`config.mk`:
```
export PLATFORM = sky130hd
export DESIGN_NAME = pisq_shrink_lane
export DESIGN_NICKNAME = d
export VERILOG_FILES = /design/src/rtl/pisq_pkg.sv /design/src/rtl/pisq_shrink_lane.sv
export SDC_FILE = /design/constraint.sdc
export NUM_CORES = 2
export LEC_CHECK = 0
export BUFFER_PORTS_ARGS = -buffer_cell sky130_fd_sc_hd__buf_2
export CAP_MARGIN = 10
export CORE_UTILIZATION = 59
export CTS_BUF_LIST = sky130_fd_sc_hd__clkbuf_4
export CTS_CLUSTER_SIZE = 28
export DETAILED_ROUTE_END_ITERATION = 7
export PLACE_DENSITY_LB_ADDON = 0.08
export SYNTH_ARGS = -nofsm -noshare
export SYNTH_HDL_FRONTEND = slang
export SYNTH_SLANG_ARGS = --single-unit
```
`constraint.sdc`:
```
create_clock -name clk -period 11.8 [get_ports clk]
set_clock_uncertainty 0.1 [all_clocks]
set_input_delay 0 -clock clk [delete_from_list [all_inputs] [get_ports clk]]
set_output_delay 0 -clock clk [all_outputs]
set_load 0.01 [all_outputs]
```
`src/rtl/pisq_pkg.sv`:
```
package pisq_pkg;

  localparam int RATIO_ONE  = 65536;
  localparam int DIFF_SHIFT = 17;
  localparam int DIFF_ONE   = 131072;
  localparam int RATIO_BITS = 17;
  localparam int TOL_BITS   = 16;
  localparam int NUM_STAGES = 7;

  localparam logic [RATIO_BITS-1:0] RATIO_RESET = RATIO_BITS'(RATIO_ONE);
  localparam logic [TOL_BITS-1:0]   TOL_RESET   = TOL_BITS'(1);

  typedef enum logic [0:0] {
    REG_SHRINK_RATIO = 1'b0,
    REG_BOX_TOL      = 1'b1
  } reg_idx_t;

  // per-stage load enables handed to the lanes
  typedef struct packed {
    logic s1;
    logic s2;
    logic s3;
    logic s4;
    logic s5;
  } pipe_en_t;

endpackage

```
`src/rtl/pisq_shrink_lane.sv`:
```
// Moves one vertex pair toward each other along its edge, one coordinate.
module pisq_shrink_lane #(
  parameter int COORD_BITS = 32
) (
  input  logic                                clk,
  input  pisq_pkg::pipe_en_t                  en,
  input  logic [pisq_pkg::RATIO_BITS-1:0]     k_in,
  input  logic signed [COORD_BITS-1:0]        a_in,
  input  logic signed [COORD_BITS-1:0]        b_in,
  output logic signed [COORD_BITS-1:0]        na,
  output logic signed [COORD_BITS-1:0]        nb
);
  localparam int DW = COORD_BITS + 1;
  localparam int PW = COORD_BITS + 20;

  logic signed [DW-1:0]                 d1;
  logic signed [COORD_BITS-1:0]         a1, a2;
  logic [pisq_pkg::RATIO_BITS-1:0]      k1;
  logic [pisq_pkg::RATIO_BITS:0]        kc1;
  logic signed [PW-1:0]                 p0, p1;

  assign kc1 = (pisq_pkg::RATIO_BITS+1)'(pisq_pkg::DIFF_ONE) - {1'b0, k1};

  always_ff @(posedge clk) begin
    if (en.s1) begin
      d1 <= DW'(b_in) - DW'(a_in);
      a1 <= a_in;
      k1 <= k_in;
    end
    if (en.s2) begin
      p0 <= PW'(d1) * PW'($signed({2'b00, k1}));
      p1 <= PW'(d1) * PW'($signed({1'b0, kc1}));
      a2 <= a1;
    end
    // floor by arithmetic shift; result lies between a and b
    if (en.s3) begin
      na <= COORD_BITS'(PW'(a2) + (p0 >>> pisq_pkg::DIFF_SHIFT));
      nb <= COORD_BITS'(PW'(a2) + (p1 >>> pisq_pkg::DIFF_SHIFT));
    end
  end
endmodule

```
# Yosys cells after proc, flatten, opt, wreduce, memory -nomap -nowiden
# Index checks and enable logic that the tools add are counted.
[word_totals]
output_inout_bits = 64
wordCells = 14
input_bits = 87
regBits = 276
[classes]
addsub = 4
n_mul = 2
[ops]
columns = ["op", "count"]
rows = [
  ["$add A32 B32 Y32", 2],
  ["$mul A33 B18 Y49", 1],
  ["$mul A33 B19 Y49", 1],
  ["$sub A32 B32 Y33", 1],
  ["$sub A18 B17 Y18 const A", 1],
]

# Logic depth before layout (Yosys ltp)
[logic_depth]
depth_word = 2
ltp_mapped = 33
mapped_depth_nobuf = 32

# Worst setup path after synthesis
# Ideal clock, no wire load.
[synth_path]
path_kind = "register to register"
from = "register k1[2] (netlist bit)"
to = "register p1[45] (data pin)"
setup_slack_ns = 3.335
setup_ns = 0.258
synth_period_minus_slack_ns = 8.465
path_stages_with_launch = 32
path_buffers = 2
arrival_ns = 8.107
required_ns = 11.442
path_cell_list = "edfxtp_1 > buf_2 > or4_4 > nor4_2 > or3b_1 > nor3_1 > xnor2_1 > clkbuf_1 > nand2_1 > fa_1 > inv_1 > fa_1 > inv_1 > fa_1 > inv_1 > fa_1 > fa_1 > inv_1 > fa_1 > inv_1 > ha_1 > or4_1 > a21oi_1 > o21ai_1 > a221o_1 > nand4_1 > a21oi_1 > o211a_1 > o31a_1 > a311o_1 > a21oi_1 > xnor2_1"
[synth_via]
elab_chain_cells = 2
[synth_lines]
columns = ["item", "line", "rtl"]
rows = [
  ["from (decl)", "pisq_shrink_lane.sv:18", "logic [pisq_pkg::RATIO_BITS-1:0] k1;"],
  ["from (signal assigned)", "pisq_shrink_lane.sv:28", "k1 <= k_in;"],
  ["$sub A18 B17 Y18", "pisq_shrink_lane.sv:22", "assign kc1 = (pisq_pkg::RATIO_BITS+1)'(pisq_pkg::DIFF_ONE) - {1'b0, k1};"],
  ["$mul A33 B19 Y49", "pisq_shrink_lane.sv:32", "p1 <= PW'(d1) * PW'($signed({1'b0, kc1}));"],
  ["to (signal assigned)", "pisq_shrink_lane.sv:32", ""],
  ["to (decl)", "pisq_shrink_lane.sv:20", "logic signed [PW-1:0] p0, p1;"],
]
# No other way between the ends.
# A chain may end at the register's enable or synchronous reset.

# Worst setup path after layout
[layout_path]
from = "register k1[2] (netlist bit)"
to = "register p1[42] (data pin)"
# Same word-level chain as after synthesis.

==> results by group <==
Outcome
  – Outcome: finished, violations left
  – Failing checks: design-rule violations

Critical path
  – Worst path slowest cell: o21ai_0
  – Crit Path Class: reg -> reg
  – R2R Path End: p1[42]
  – WP data required: ~12 ns
  – CP Data Arrival Time: 10.79 ns
  – Crit start category: flip-flop
  – CP endpoint kind: flip-flop
  – Crit-path most repeated cell: fa_1
  – Max incr delay on CP: a little over 0.8 ns
  – Max Fanout on Critical Path: 33
  – RR Startpoint: k1[2]
  – Register-to-Register Path Depth: 31
  – Crit path buf inv count: 5
  – R2R setup slack: approximately 1.5 ns
  – Worst path top cell family by delay: simple AND/OR/NAND/NOR gates

Detailed routing
  – 1st-iter DRT viols: between 2000 and 3000
  – Post-Route WL: ~120000 um
  – Residual DRC: 1
  – DR WL/cell: about 19 um
  – Via count: about 35000
  – Routed Antenna Nets: 0
  – DR pass1 iterations: 7
  – Via/cell ratio: 5.33

Timing
  – Final setup fails: 0
  – Final worst-path cycle share: 0.872
  – Hold Vio Cnt, Final: 0
  – Setup tns final: 0 ns
  – Pins Over Slew Limit: 0
  – Worst hold slack: ~0.11 ns
  – Slew headroom: 0.224
  – Tightest Pin Transition: between 1 and 1.5 ns
  – Period minus WS final: 10.30 ns
  – RSZ-0062 raised after global routing: false
  – Fmax: a little under 0.1 GHz

Placement
  – Port-buffer cells: between 100 and 150
  – Routability cong.: 0.890
  – Post-DP Area: 51700 sq um
  – DP Wirelength: approximately 96000 um

Floorplanning
  – FP Rows: around 110
  – Die W: between 200 and 300 um
  – Core Box Area: ~84000 sq um
  – Initial core utilization: 0.595
  – Die area: roughly 85000 sq um
  – IO Pins: ~150
  – Die H: between 200 and 300 um

Cells and area
  – Most frequent cells in the layout: 1295 x inv_1, 1077 x fa_1, 667 x nand2_1
  – Area Overhead vs Synth: 9.10%
  – Final instance area: about 54000 sq um
  – Commonest non-fill, non-tap cell in the layout: inv_1
  – Area of the multi-input gates: 36900 sq um
  – Layout cells sized above 1: 0.0662
  – Final #Nets: around 6900
  – Filler cells: around 7000
  – FF/Latch Area: roughly 7300 sq um
  – Final Util: 0.649

Synth
  – Synth top area cells: fa_1 43%, edfxtp_1 15%, inv_1 9.8%
  – Syn Nets: 6655
  – Mapped Area: just under 50000 sq um
  – EDFF count, synth: approximately 240
  – Synth Warn #: 0
  – Synthesis-stage register bit count: between 200 and 250
  – FFs w/ async S/R, synth: 0
  – Post-synth top area share: 0.434
  – Synth area leader: fa_1
  – Synth Flop Type: edfxtp_1
  – Syn_area_per_cell: between 9 and 10 sq um
  – Synth unique cells: 60
  – Part of the Yosys area used for sequential elements: 0.146
  – Syn Inst Count: about 5200

Clock network
  – CTS root buffer: clkbuf_4
  – # clock sinks: approximately 240
  – CTS tree: done
  – CTS buffer count: 70
  – Clock buffer depth: 3
  – Post-cts resize count: 0
  – Worst-Skew Late Latency: approximately 0.89 ns
  – Clk slew on worst S/H paths: around 0.06 ns
  – CTS H-tree lvls: 3
  – Postcts setup bufs: 0

Global routing
  – Grt met3 use: 0.0665
  – Grt met1 use: 0.438
  – GRT Util Overall: 0.311
  – Vias in the first global route: ~38000
  – Overflow after GRT: 0
  – Initial antenna violation count: 8
  – Met2 Resource Use GR: 0.493
  – First-pass GRT wire length: 204000 um
  – Most used routing layer in global routing: met2
  – Largest net degree at the start of global routing: 85

Hold path
  – Hold EP: a1[18]
  – HP Class: in -> reg
  – Worst Hold Launch: en[4]
  – Hold path cells: 2

Job
  – Max_cap viols: 0
[sequential cells by signal (all words and copies together) (netlist names)]
name / flops
k1: 17
a1: 32
p0: 32
nb: 32
d1: 33
p1: 32
a2: 32
na: 32
[stage by stage]
stage                     worst slack, ns  std cells
after floorplan                      3.34       5166
after detailed placement             1.64       6245
after global routing                 1.04       6538
final                                1.50       6538
after CTS                            1.52       6537
after global placement               1.74       6245
[layer usage]
metal / routed length [um] / share of wire / up-vias
met5: 41 / 0.00033 / -
met4: 2830 / 0.023 / 6
met3: 10300 / 0.083 / 188
met2: 57000 / 0.46 / 1106
met1: 54400 / 0.44 / 17762
li1: - / - / 15764
[what timing repair did]
item	4_1_cts	5_1_grt
setup endpoints to repair	0	0
hold buffers	167	0
endpoints found under the hold margin	248	0
[final cells by class]
type                    instances  area share
inverters                    1295      0.0896
diodes                          1   0.0000461
clock inverters                24     0.00233
repair buffers                386      0.0544
clock buffers                 101      0.0140
flip-flops and latches        242       0.134
well taps                    1080      0.0249
multi-input cells            3409       0.681
[cells in the mapped netlist (27+ instances only)]
library cell	count
xor2_1	48
o21ai_0	69
clkbuf_1	204
and2_1	527
a21oi_1	119
ha_1	325
a21o_1	70
nand3_1	27
inv_1	1295
xnor2_1	133
nand2_1	667
nor2_1	107
edfxtp_1	242
fa_1	1077
[kinds of logic (layout without fill, tap and decap cells)]
family | Yosys count | count (layout) | synth area share
adders and majority gates | 1402 | 1402 | 0.515
buffers and inverters | 1515 | 1806 | 0.114
DFF | 242 | 242 | 0.146
muxes | 1 | 1 | 0.000201
AOI/OAI and AO/OA | 383 | 383 | 0.0496
xor gates and xnor gates | 181 | 181 | 0.0319
and+or+nand+nor | 1442 | 1442 | 0.142
other | 0 | 1 | 0
[how the worst max path moves through the flow]
stage	startpoint	end	slack, ns	depth (start not counted)
6_report	k1[2]	p1[42]	1.50	31
5_1_grt	k1[2]	p1[42]	1.04	31
4_1_cts	k1[2]	p1[42]	1.52	31
3_5_place_dp	k1[2]	p1[42]	1.64	31
3_3_place_gp	k1[2]	p1[42]	1.74	31
2_1_floorplan	k1[2]	p1[45]	3.34	31
Power is left out: the tool's default activity adds up to more than one toggle a clock period on the data nets, which glitch-free logic cannot reach.
